$ cat src/rtl/core/lfudfp_pkg.sv
// ----------------------------------------------------------------------------
// lfudfp_pkg: shared types for the LFU dirty-first page replacer
// Item types, opcodes, status codes and the records passed along the cell chain.
// ----------------------------------------------------------------------------
`default_nettype none
package lfudfp_pkg;

	// Widest index, count and occupancy values over the supported parameter range
	localparam int IDX_W = 8;
	localparam int CNT_W = 32;
	localparam int OCC_W = 9;

	localparam logic [1:0] OP_REFERENCE = 2'd0;
	localparam logic [1:0] OP_DISCARD   = 2'd1;
	localparam logic [1:0] OP_EVICT     = 2'd2;
	localparam logic [1:0] OP_CLEAN     = 2'd3;

	localparam logic [1:0] ST_OK        = 2'd0;
	localparam logic [1:0] ST_NOT_FOUND = 2'd1;
	localparam logic [1:0] ST_EMPTY     = 2'd2;

	localparam logic [4:0] CAPACITY_RESET = 5'd16;

	typedef struct packed {
		logic [1:0]  opcode;
		logic [31:0] page_key;
		logic        dirty_flag;
	} in_item_t;

	typedef struct packed {
		logic        hit;
		logic        evicted_valid;
		logic [31:0] evicted_key;
		logic        evicted_dirty;
		logic [1:0]  status;
		logic [4:0]  occupancy;
	} out_item_t;

	// Scan record handed from cell to cell
	typedef struct packed {
		logic             valid;
		logic [31:0]      key;
		logic             found;
		logic [IDX_W-1:0] found_idx;
		logic             free_found;
		logic [IDX_W-1:0] free_idx;
		logic             vic_valid;
		logic [IDX_W-1:0] vic_idx;
		logic             vic_dirty;
		logic [CNT_W-1:0] vic_count;
		logic [31:0]      vic_stamp;
		logic [31:0]      vic_key;
		logic [OCC_W-1:0] occ;
	} scan_t;

	// Update broadcast to all cells at the end of an item
	typedef struct packed {
		logic             evict_en;
		logic [IDX_W-1:0] evict_idx;
		logic             upd_en;
		logic [IDX_W-1:0] upd_idx;
		logic             upd_inc;
		logic             upd_dirty;
		logic             ins_en;
		logic [IDX_W-1:0] ins_idx;
		logic [31:0]      ins_key;
		logic             ins_dirty;
		logic [31:0]      ins_stamp;
	} commit_t;

endpackage
`default_nettype wire

$ cat src/rtl/core/lfudfp_cell.sv
// ----------------------------------------------------------------------------
// lfudfp_cell: one resident page slot
// Holds one entry, folds it into the passing scan record and applies commits.
// ----------------------------------------------------------------------------
`default_nettype none
module lfudfp_cell #(
	parameter int IDX = 0,
	parameter int COUNT_WIDTH = 16
) (
	input  wire                     clk,
	input  wire                     arst_n,
	input  lfudfp_pkg::scan_t       rec_in,
	output lfudfp_pkg::scan_t       rec_out,
	input  lfudfp_pkg::commit_t     commit
);

	localparam logic [lfudfp_pkg::IDX_W-1:0] MY_IDX = lfudfp_pkg::IDX_W'(IDX);

	logic                   valid_q;
	logic [31:0]            key_q;
	logic                   dirty_q;
	logic [COUNT_WIDTH-1:0] cnt_q;
	logic [31:0]            stamp_q;
	lfudfp_pkg::scan_t      rec_q;
	lfudfp_pkg::scan_t      rec_d;
	logic [lfudfp_pkg::CNT_W-1:0] cnt_ext;
	logic                   better;

	assign cnt_ext = lfudfp_pkg::CNT_W'(cnt_q);

	// Rank this entry against the current victim candidate
	always_comb begin
		if (dirty_q != rec_in.vic_dirty) begin
			better = dirty_q;
		end else if (cnt_ext != rec_in.vic_count) begin
			better = cnt_ext < rec_in.vic_count;
		end else begin
			better = stamp_q < rec_in.vic_stamp;
		end
	end

	// Fold this entry into the record
	always_comb begin
		rec_d = rec_in;
		if (rec_in.valid && valid_q) begin
			rec_d.occ = rec_in.occ + 1'b1;
			if (key_q == rec_in.key && !rec_in.found) begin
				rec_d.found = 1'b1;
				rec_d.found_idx = MY_IDX;
			end
			if (!rec_in.vic_valid || better) begin
				rec_d.vic_valid = 1'b1;
				rec_d.vic_idx = MY_IDX;
				rec_d.vic_dirty = dirty_q;
				rec_d.vic_count = cnt_ext;
				rec_d.vic_stamp = stamp_q;
				rec_d.vic_key = key_q;
			end
		end
		if (rec_in.valid && !valid_q && !rec_in.free_found) begin
			rec_d.free_found = 1'b1;
			rec_d.free_idx = MY_IDX;
		end
	end

	// Advance the record
	always_ff @(posedge clk or negedge arst_n) begin
		if (!arst_n) begin
			rec_q <= '0;
		end else begin
			rec_q <= rec_d;
		end
	end

	assign rec_out = rec_q;

	// Valid bit: set on insert, otherwise drop on evict
	always_ff @(posedge clk or negedge arst_n) begin
		if (!arst_n) begin
			valid_q <= 1'b0;
		end else begin
			if (commit.ins_en && commit.ins_idx == MY_IDX) begin
				valid_q <= 1'b1;
			end else if (commit.evict_en && commit.evict_idx == MY_IDX) begin
				valid_q <= 1'b0;
			end
		end
	end

	// Entry payload
	always_ff @(posedge clk) begin
		if (commit.ins_en && commit.ins_idx == MY_IDX) begin
			key_q   <= commit.ins_key;
			dirty_q <= commit.ins_dirty;
			cnt_q   <= COUNT_WIDTH'(1);
			stamp_q <= commit.ins_stamp;
		end else if (commit.upd_en && commit.upd_idx == MY_IDX) begin
			dirty_q <= commit.upd_dirty;
			if (commit.upd_inc && cnt_q != '1) begin
				cnt_q <= cnt_q + 1'b1;
			end
		end
	end

endmodule
`default_nettype wire

$ cat src/rtl/core/lfudfp_ctrl.sv
// ----------------------------------------------------------------------------
// lfudfp_ctrl: item sequencer
// Accepts an item, launches the scan, decides the update and issues the result.
// ----------------------------------------------------------------------------
`default_nettype none
module lfudfp_ctrl #(
	parameter int ENTRIES = 16
) (
	input  wire                     clk,
	input  wire                     arst_n,
	input  wire                     in_valid,
	output logic                    in_stall,
	input  lfudfp_pkg::in_item_t    in_data,
	output logic                    out_valid,
	input  wire                     out_stall,
	output lfudfp_pkg::out_item_t   out_data,
	input  wire                     cfg_wr_en,
	input  wire [4:0]               cfg_wr_data,
	output lfudfp_pkg::scan_t       scan_start,
	input  lfudfp_pkg::scan_t       scan_end,
	output lfudfp_pkg::commit_t     commit
);

	localparam int OW = lfudfp_pkg::OCC_W;

	typedef enum logic [2:0] {
		S_IDLE   = 3'b001,
		S_SCAN   = 3'b010,
		S_COMMIT = 3'b100
	} state_t;

	state_t                  state_q;
	lfudfp_pkg::in_item_t    item_q;
	lfudfp_pkg::scan_t       fin_q;
	lfudfp_pkg::out_item_t   out_q;
	logic                    out_valid_q;
	logic                    inject_q;
	logic [4:0]              cap_q;
	logic [31:0]             stamp_q;
	logic [OW-1:0]           cap_eff;
	logic                    in_acc;
	logic                    do_commit;
	lfudfp_pkg::out_item_t   res;
	logic                    ins;
	logic                    ev;
	logic [OW-1:0]           occ_after;

	assign in_stall  = (state_q != S_IDLE);
	assign in_acc    = in_valid && !in_stall;
	assign do_commit = (state_q == S_COMMIT) && (!out_valid_q || !out_stall);
	assign out_valid = out_valid_q;
	assign out_data  = out_q;

	// Clamp capacity to 1..ENTRIES
	always_comb begin
		if (cap_q == 5'd0) begin
			cap_eff = OW'(1);
		end else if (OW'(cap_q) > OW'(ENTRIES)) begin
			cap_eff = OW'(ENTRIES);
		end else begin
			cap_eff = OW'(cap_q);
		end
	end

	// Launch record for the chain
	always_comb begin
		scan_start = '0;
		scan_start.valid = inject_q;
		scan_start.key = item_q.page_key;
	end

	// Decide the update and the result
	always_comb begin
		commit = '0;
		res = '0;
		ins = 1'b0;
		ev = 1'b0;
		commit.ins_key = item_q.page_key;
		commit.ins_dirty = item_q.dirty_flag;
		commit.ins_stamp = stamp_q;
		commit.upd_idx = fin_q.found_idx;
		commit.evict_idx = fin_q.vic_idx;
		case (item_q.opcode)
			lfudfp_pkg::OP_REFERENCE: begin
				if (fin_q.found) begin
					res.hit = 1'b1;
					commit.upd_en = 1'b1;
					commit.upd_inc = 1'b1;
					commit.upd_dirty = item_q.dirty_flag;
				end else begin
					ev = fin_q.occ >= cap_eff && fin_q.vic_valid;
					ins = fin_q.free_found || ev;
					if (ev && (!fin_q.free_found || fin_q.vic_idx < fin_q.free_idx)) begin
						commit.ins_idx = fin_q.vic_idx;
					end else begin
						commit.ins_idx = fin_q.free_idx;
					end
				end
			end
			lfudfp_pkg::OP_DISCARD: begin
				if (fin_q.found) begin
					res.hit = 1'b1;
					commit.evict_en = 1'b1;
					commit.evict_idx = fin_q.found_idx;
				end else begin
					res.status = lfudfp_pkg::ST_NOT_FOUND;
				end
			end
			lfudfp_pkg::OP_EVICT: begin
				if (fin_q.vic_valid) begin
					ev = 1'b1;
				end else begin
					res.status = lfudfp_pkg::ST_EMPTY;
				end
			end
			lfudfp_pkg::OP_CLEAN: begin
				if (fin_q.found) begin
					res.hit = 1'b1;
					commit.upd_en = 1'b1;
					commit.upd_dirty = 1'b0;
				end else begin
					res.status = lfudfp_pkg::ST_NOT_FOUND;
				end
			end
			default: begin
				res = '0;
			end
		endcase
		if (ev) begin
			commit.evict_en = 1'b1;
			res.evicted_valid = 1'b1;
			res.evicted_key = fin_q.vic_key;
			res.evicted_dirty = fin_q.vic_dirty;
		end
		commit.ins_en = ins;
		occ_after = fin_q.occ - OW'(commit.evict_en) + OW'(ins);
		res.occupancy = occ_after[4:0];
		if (!do_commit) begin
			commit.evict_en = 1'b0;
			commit.upd_en = 1'b0;
			commit.ins_en = 1'b0;
		end
	end

	// Sequencer
	always_ff @(posedge clk or negedge arst_n) begin
		if (!arst_n) begin
			state_q <= S_IDLE;
			inject_q <= 1'b0;
			out_valid_q <= 1'b0;
			stamp_q <= '0;
			cap_q <= lfudfp_pkg::CAPACITY_RESET;
		end else begin
			inject_q <= in_acc;
			if (cfg_wr_en) begin
				cap_q <= cfg_wr_data;
			end
			// Raise on a new result, drop once the waiting result is taken
			if (do_commit) begin
				out_valid_q <= 1'b1;
			end else if (out_valid_q && !out_stall) begin
				out_valid_q <= 1'b0;
			end
			case (state_q)
				S_IDLE: begin
					if (in_acc) begin
						state_q <= S_SCAN;
					end
				end
				S_SCAN: begin
					if (scan_end.valid) begin
						state_q <= S_COMMIT;
					end
				end
				S_COMMIT: begin
					if (do_commit) begin
						state_q <= S_IDLE;
						if (ins) begin
							stamp_q <= stamp_q + 1'b1;
						end
					end
				end
				default: begin
					state_q <= S_IDLE;
				end
			endcase
		end
	end

	// Hold item, final record and result
	always_ff @(posedge clk) begin
		if (in_acc) begin
			item_q <= in_data;
		end
		if (state_q == S_SCAN && scan_end.valid) begin
			fin_q <= scan_end;
		end
		if (do_commit) begin
			out_q <= res;
		end
	end

endmodule
`default_nettype wire

$ cat src/rtl/core/lfu_dirty_first_page_replacer_top.sv
// ----------------------------------------------------------------------------
// lfu_dirty_first_page_replacer_top: LFU page replacer, dirty pages first
// Row of ENTRIES slot cells with a scan record passed down the row.
// ----------------------------------------------------------------------------
// One item at a time: after acceptance the scan record passes through the row
// of slot cells, the final record is latched, then the update is committed and
// the result registered, later if an earlier result is still stalled. The
// input stalls until the result is issued, so the next item is accepted only
// once the previous item's result has been issued. The scan both
// finds the key and ranks the victim (dirty, then lowest count, then oldest
// stamp, then lowest slot). No clearing pass after reset.
`default_nettype none
module lfu_dirty_first_page_replacer_top #(
	parameter int ENTRIES = 16,
	parameter int COUNT_WIDTH = 16
) (
	input  wire                     clk,
	input  wire                     arst_n,
	input  wire                     in_valid,
	output logic                    in_stall,
	input  lfudfp_pkg::in_item_t    in_data,
	output logic                    out_valid,
	input  wire                     out_stall,
	output lfudfp_pkg::out_item_t   out_data,
	input  wire                     cfg_wr_en,
	input  wire [4:0]               cfg_wr_data
);

	lfudfp_pkg::scan_t   rec [ENTRIES+1];
	lfudfp_pkg::commit_t commit;

	// Sequencer
	lfudfp_ctrl #(.ENTRIES(ENTRIES)) u_ctrl (
		.clk(clk), .arst_n(arst_n),
		.in_valid(in_valid), .in_stall(in_stall), .in_data(in_data),
		.out_valid(out_valid), .out_stall(out_stall), .out_data(out_data),
		.cfg_wr_en(cfg_wr_en), .cfg_wr_data(cfg_wr_data),
		.scan_start(rec[0]), .scan_end(rec[ENTRIES]), .commit(commit)
	);

	// Row of slot cells
	for (genvar i = 0; i < ENTRIES; i++) begin : g_cell
		lfudfp_cell #(.IDX(i), .COUNT_WIDTH(COUNT_WIDTH)) u_cell (
			.clk(clk), .arst_n(arst_n),
			.rec_in(rec[i]), .rec_out(rec[i+1]), .commit(commit)
		);
	end

endmodule
`default_nettype wire

$ cat config.mk
export PLATFORM = sky130hd
export DESIGN_NAME = lfu_dirty_first_page_replacer_top
export DESIGN_NICKNAME = d
export VERILOG_FILES = /design/src/rtl/core/lfudfp_pkg.sv /design/src/rtl/core/lfudfp_cell.sv /design/src/rtl/core/lfudfp_ctrl.sv /design/src/rtl/core/lfu_dirty_first_page_replacer_top.sv
export SDC_FILE = /design/constraint.sdc
export NUM_CORES = 2
export LEC_CHECK = 0
export BUFFER_PORTS_ARGS = -buffer_cell sky130_fd_sc_hd__buf_2
export CORE_MARGIN = 3
export CORE_UTILIZATION = 60
export DETAILED_ROUTE_END_ITERATION = 6
export PLACE_DENSITY_LB_ADDON = 0.12
export SKIP_LAST_GASP = 1
export SYNTH_ARGS = -nofsm -noshare
export SYNTH_HDL_FRONTEND = slang
export SYNTH_HIERARCHICAL = 1
export SYNTH_SLANG_ARGS = --single-unit
export TNS_END_PERCENT = 30
$ cat constraint.sdc
create_clock -name clk -period 7.6 [get_ports clk]
set_input_delay 0.38 -clock clk [delete_from_list [all_inputs] [get_ports clk]]
set_output_delay 0.38 -clock clk [all_outputs]
set_load 0.02 [all_outputs]
# Word-level counts from Yosys, hierarchy flattened
# Index checks and enable logic that the tools add are counted.
# classes
addsub,34
reduce_logical,274
muxes,204
n_eq_ne,117
n_lt_le_gt_ge,33
# op_table
cell,n
$mux W115,16
$mux W106,15
$eq A32 B32 Y1,16
$lt A16 B32 Y1,15
$lt A32 B32 Y1,15
$ne A16 B32 Y1,15
$mux W9,50
$add A16 B1 Y16 const B,16
$ne A16 B16 Y1 const B,16
$eq A8 B4 Y1 const B,24
$add A9 B1 Y9 const B,15
$logic_and A1 B1 Y1,132
$mux W1,109
$eq A8 B3 Y1 const B,12
$reduce_bool A2 Y1,33
$logic_not A1 Y1,65
$eq A8 B2 Y1 const B,6
$mux W34,1
$add A32 B1 Y32 const B,1
$reduce_and A2 Y1,16
$eq A8 B1 Y1 const B,3
$logic_not A8 Y1,3
$mux W8,3
$logic_or A1 B1 Y1,18
other kinds (24),47
# word_totals
input_bits,45
elab_cells,970
output_inout_bits,44
reg_bits,4060

# Longest topological paths before layout
# depth
word_depth,12
ltp_mapped,19
mapped_depth_nobuf,19

# Hierarchy
# Netlist, hierarchy kept.
# modules_own_cells
module,seq_area_each_um2,area_per_inst_um2,cells_each,instances
lfudfp_cell (g_cell[4].u_cell ...),6451.2,10122.2,714,3
lfudfp_cell (g_cell[14].u_cell ...),6451.2,10119.7,719,2
lfudfp_cell (g_cell[10].u_cell ...),6451.2,10113.4,713,2
lfudfp_cell (g_cell[11].u_cell ...),6451.2,10113.4,715,2
lfudfp_cell (g_cell[1].u_cell ...),6451.2,10105.9,713,2
lfudfp_cell (g_cell[15].u_cell),6451.2,10114.7,713,1
lfudfp_cell (g_cell[12].u_cell),6451.2,10112.2,714,1
lfudfp_cell (g_cell[13].u_cell),6451.2,10108.4,718,1
lfudfp_cell (g_cell[3].u_cell),6451.2,10105.9,715,1
lfudfp_cell (g_cell[0].u_cell),6451.2,10093.4,711,1
lfudfp_ctrl,5437.7,9018.6,681,1

# Worst setup path before layout
# OpenSTA, ideal clock, no wires.
# synth_path
kind,reg-to-reg
from,register u_ctrl.state_q[0]
to,"register u_ctrl.fin_q, in the netlist u_ctrl/commit[76] (enable)"
required_time_ns,7.005
stages_incl_launch_ff,3
slack_ns,1.415
path_buffers,0
arrival_ns,5.590
period_less_slack_ns,6.185
setup_time_ns,0.595
cell_sequence,dfstp_2 nand2b_1 nor3b_1
# synth_via
elab_chain_cells,2
# synth_rtl
item,line,text
from (decl),lfudfp_ctrl.sv:32,state_t state_q;
from (signal assigned),lfudfp_ctrl.sv:148,state_q <= S_IDLE;
from (signal assigned),lfudfp_ctrl.sv:167,state_q <= S_SCAN;
from (signal assigned),lfudfp_ctrl.sv:172,state_q <= S_COMMIT;
$eq A3 B2 Y1,lfudfp_ctrl.sv:195,if (state_q == S_SCAN && scan_end.valid) begin
$logic_and A1 B1 Y1,lfudfp_ctrl.sv:195,
to (signal assigned),lfudfp_ctrl.sv:196,fin_q <= scan_end;
to (decl),lfudfp_ctrl.sv:34,lfudfp_pkg::scan_t fin_q;
# Every way passes these cells.
# A chain may end at the register's enable or synchronous reset.

==> metrics.md <==
| Metric | Value |
|---|---|
| Critical Path Source Type | register |
| Width of the die | 535 microns |
| Layout area overhead | 10.6% |
| CP endpoint kind | register |
| Via count | 89104 |
| CTS tree | yes |
| MaxCap Viol Count | 0 |
| Hold crit path type | input port to async pin |
| Register area | 0.106 sq mm |
| I/O Buffers | 88 |
| Root buf cell | clkbuf_16 |
| DRT Wirelength | 338000 microns |
| I/O pin count | 89 |
| Run status | finished clean |
| Cts repair resizes | 0 |
| Max incr delay on CP | 870 ps |
| Setup TNS | 0 ps |
| Worst-path fanout max | 52 |
| GP Congestion | 0.889 |
| Reg2reg path depth | 13 |
| Critical Path RT | 8170 ps |
| Routed vias/inst | 5.44 |
| Worst slew pin tran | 1240 ps |
| Global-route wire length before repair | 534000 microns |
| Share of cells above drive strength 1 | 18.1% |
| Clk pin slew, worst setup/hold paths | 60 ps |
| CP max-delay cell | and4b_4 |
| Pre-antenna DRT Iters | 6 |
| Bufs on Longest Clock Path | 4 |
| Initial core utilization | 60.5% |
| Pleak | 81.5 nW |
| Max VDD drop | 0.210 mV |
| WP data arrival | 5940 ps |
| Rel. slew slack | 17.1% |
| Syn. warnings | 6 |
| Largest net degree at the start of global routing | 178 |
| Syn Inst Count | 11949 |
| Worst skew pair latency | 940 ps |
| RSZ-0062 raised after global routing | false |
| Die Y | 535 microns |
| Power per cell area | 256 mW/mm^2 |
| Core Region | 0.277 sq mm |
| CTS H-tree lvls | 5 |
| Post-detailed-route count of antenna-violating nets | 0 |
| Worst clock skew | 62.8 ps |
| Syn Area/Cell | 14.0 sq um |
| Final #Nets | 13156 |
| Die area | 0.286 sq mm |
| Final Util | 66.9% |
| Global route overflow | 0 |
| Tot GR Track Use | 23.8% |
| Filler cell count | 19288 |
| Initial antenna violation count | 6 |
| Worst setup path category | register to register |
| Clock sink count | 4060 |
| Cts bufs inserted | 398 |
| Drt drc | 0 |
| Slew Limit Fails | 0 |
| Worst path most repeated cell | nor2_1 |
| CP Cell Sequence | nor3_1, nor2_1, nor2_1, ha_1, nand2b_1, a31oi_1, o21ai_2, o2111a_1, nand3_1, o21ai_1, nor3b_1, and4b_4, buf_4 |
| Final setup violation count | 0 |
| Post-Syn Area | 0.168 sq mm |
| Initial DRC count | 5679 |
| Fmax | 186 MHz |
| Fin. Hold Viols | 0 |
| Final HPWL DP | 248000 microns |
| Fin crit share | 70.6% |
| Final Critical Period | 5360 ps |
| Core Rows | 193 |
| Vias in the first global route | 92749 |
| WL per Instance | 20.7 microns |
| Area of the multi-input gates | 0.0557 sq mm |
[path summary, 6_finish.rpt]
kind | startpoint | endpoint | slack (ps)
setup reg to reg | u_ctrl/cap_q[2] | g_cell[1].u_cell/key_q[10] | 2240
hold reg to reg | g_cell[1].u_cell/rec_out[153] | g_cell[2].u_cell/rec_out[153] | 390
max in group asynchronous | arst_n | g_cell[4].u_cell/rec_out[13] | 5170
setup / recovery | u_ctrl/cap_q[2] | g_cell[1].u_cell/key_q[10] | 2240
min in group clk | in_data[4] | u_ctrl/commit[36] | 160
hold / removal | arst_n | g_cell[11].u_cell/rec_out[27] | 120
[critical path: cells and delay by family (launching register included)]
kind	cells	cell delay, ps
simple gates	7	1820
compound gates	4	2000
buf+inv	1	510
flops	1	400
fa+ha+maj	1	130
[where the power goes]
part | internal (W) | switching, W
Combinational | 0.00120 | 0.00133
Sequential | 0.0241 | 0.00126
Clock | 0.0115 | 0.00812
Total | 0.0368 | 0.0107
[metrics by stage]
| step | cells | cell area, sq um | hold slack (ps) | worst slack, ps | total power [W] |
|---|---|---|---|---|---|
| floorplan | 12081 | 168000 | 84.4 | 1420 | 0.0269 |
| CTS | 16361 | 185000 | 56.2 | 2280 | 0.0480 |
| global route | 16363 | 185000 | 96.6 | 1940 | 0.0494 |
| global placement | 15560 | 171000 | 377 | 2320 | 0.0281 |
| detailed placement | 15560 | 171000 | 379 | 2320 | 0.0283 |
| finish | 16375 | 185000 | 121 | 2240 | 0.0475 |
[cell usage in the layout, fill, tap and decap left out, types with 247 or more instances in the layout]
cell type / count
inv_1: 872
mux2_2: 720
edfxtp_1: 1186
xnor2_1: 280
nor2_1: 409
a21oi_1: 330
mux2_4: 524
clkbuf_16: 408
and2_1: 403
xor2_1: 598
dfrtp_1: 2616
nand2_1: 500
nand4_1: 247
dfxtp_1: 256
ha_1: 806
[state kept, by name (all words and copies together) (netlist names)]
register / flops
g_cell.u_cell/key_q: 512
u_ctrl/item_q: 2
u_ctrl/out_valid: 1
u_ctrl/inject_q: 1
g_cell.u_cell/rec_out: 2560
u_ctrl/fin_q: 61
u_ctrl/cap_q: 5
g_cell.u_cell/dirty_q: 16
u_ctrl/stamp_q: 32
g_cell.u_cell/cnt_q: 256
u_ctrl/commit: 41
u_ctrl/out_data: 42
g_cell.u_cell/valid_q: 16
u_ctrl/state_q: 3
g_cell.u_cell/stamp_q: 512
[final cells by class]
class / count / area share, %
repair buffers: 262 / 1.07
well taps: 3705 / 2.50
multi-input cells: 6710 / 30.1
clock inverters: 169 / 0.931
flip-flops and latches: 4060 / 57.3
diodes: 14 / 0.0189
inverters: 872 / 1.77
clock buffers: 583 / 6.31
[what timing repair did]
| item | 4_1_cts | 5_1_grt |
|---|---|---|
| setup endpoints to repair | 0 | 0 |
| hold buffers | 49 | 0 |
| hold endpoints to repair | 189 | 0 |
| buffers inserted | 0 | 0 |
[layer usage]
metal | vias to the layer above | GRT usage, % | wire length (microns)
met2 | 1801 | 37.3 | 155000
met4 | 0 | 7.05 | 10100
met1 | 44856 | 35.1 | 159000
li1 | 41916 | - | -
met5 | - | 0 | 0
met3 | 531 | 3.07 | 13800
No activity file was read; power rests on OpenSTA's default activity.
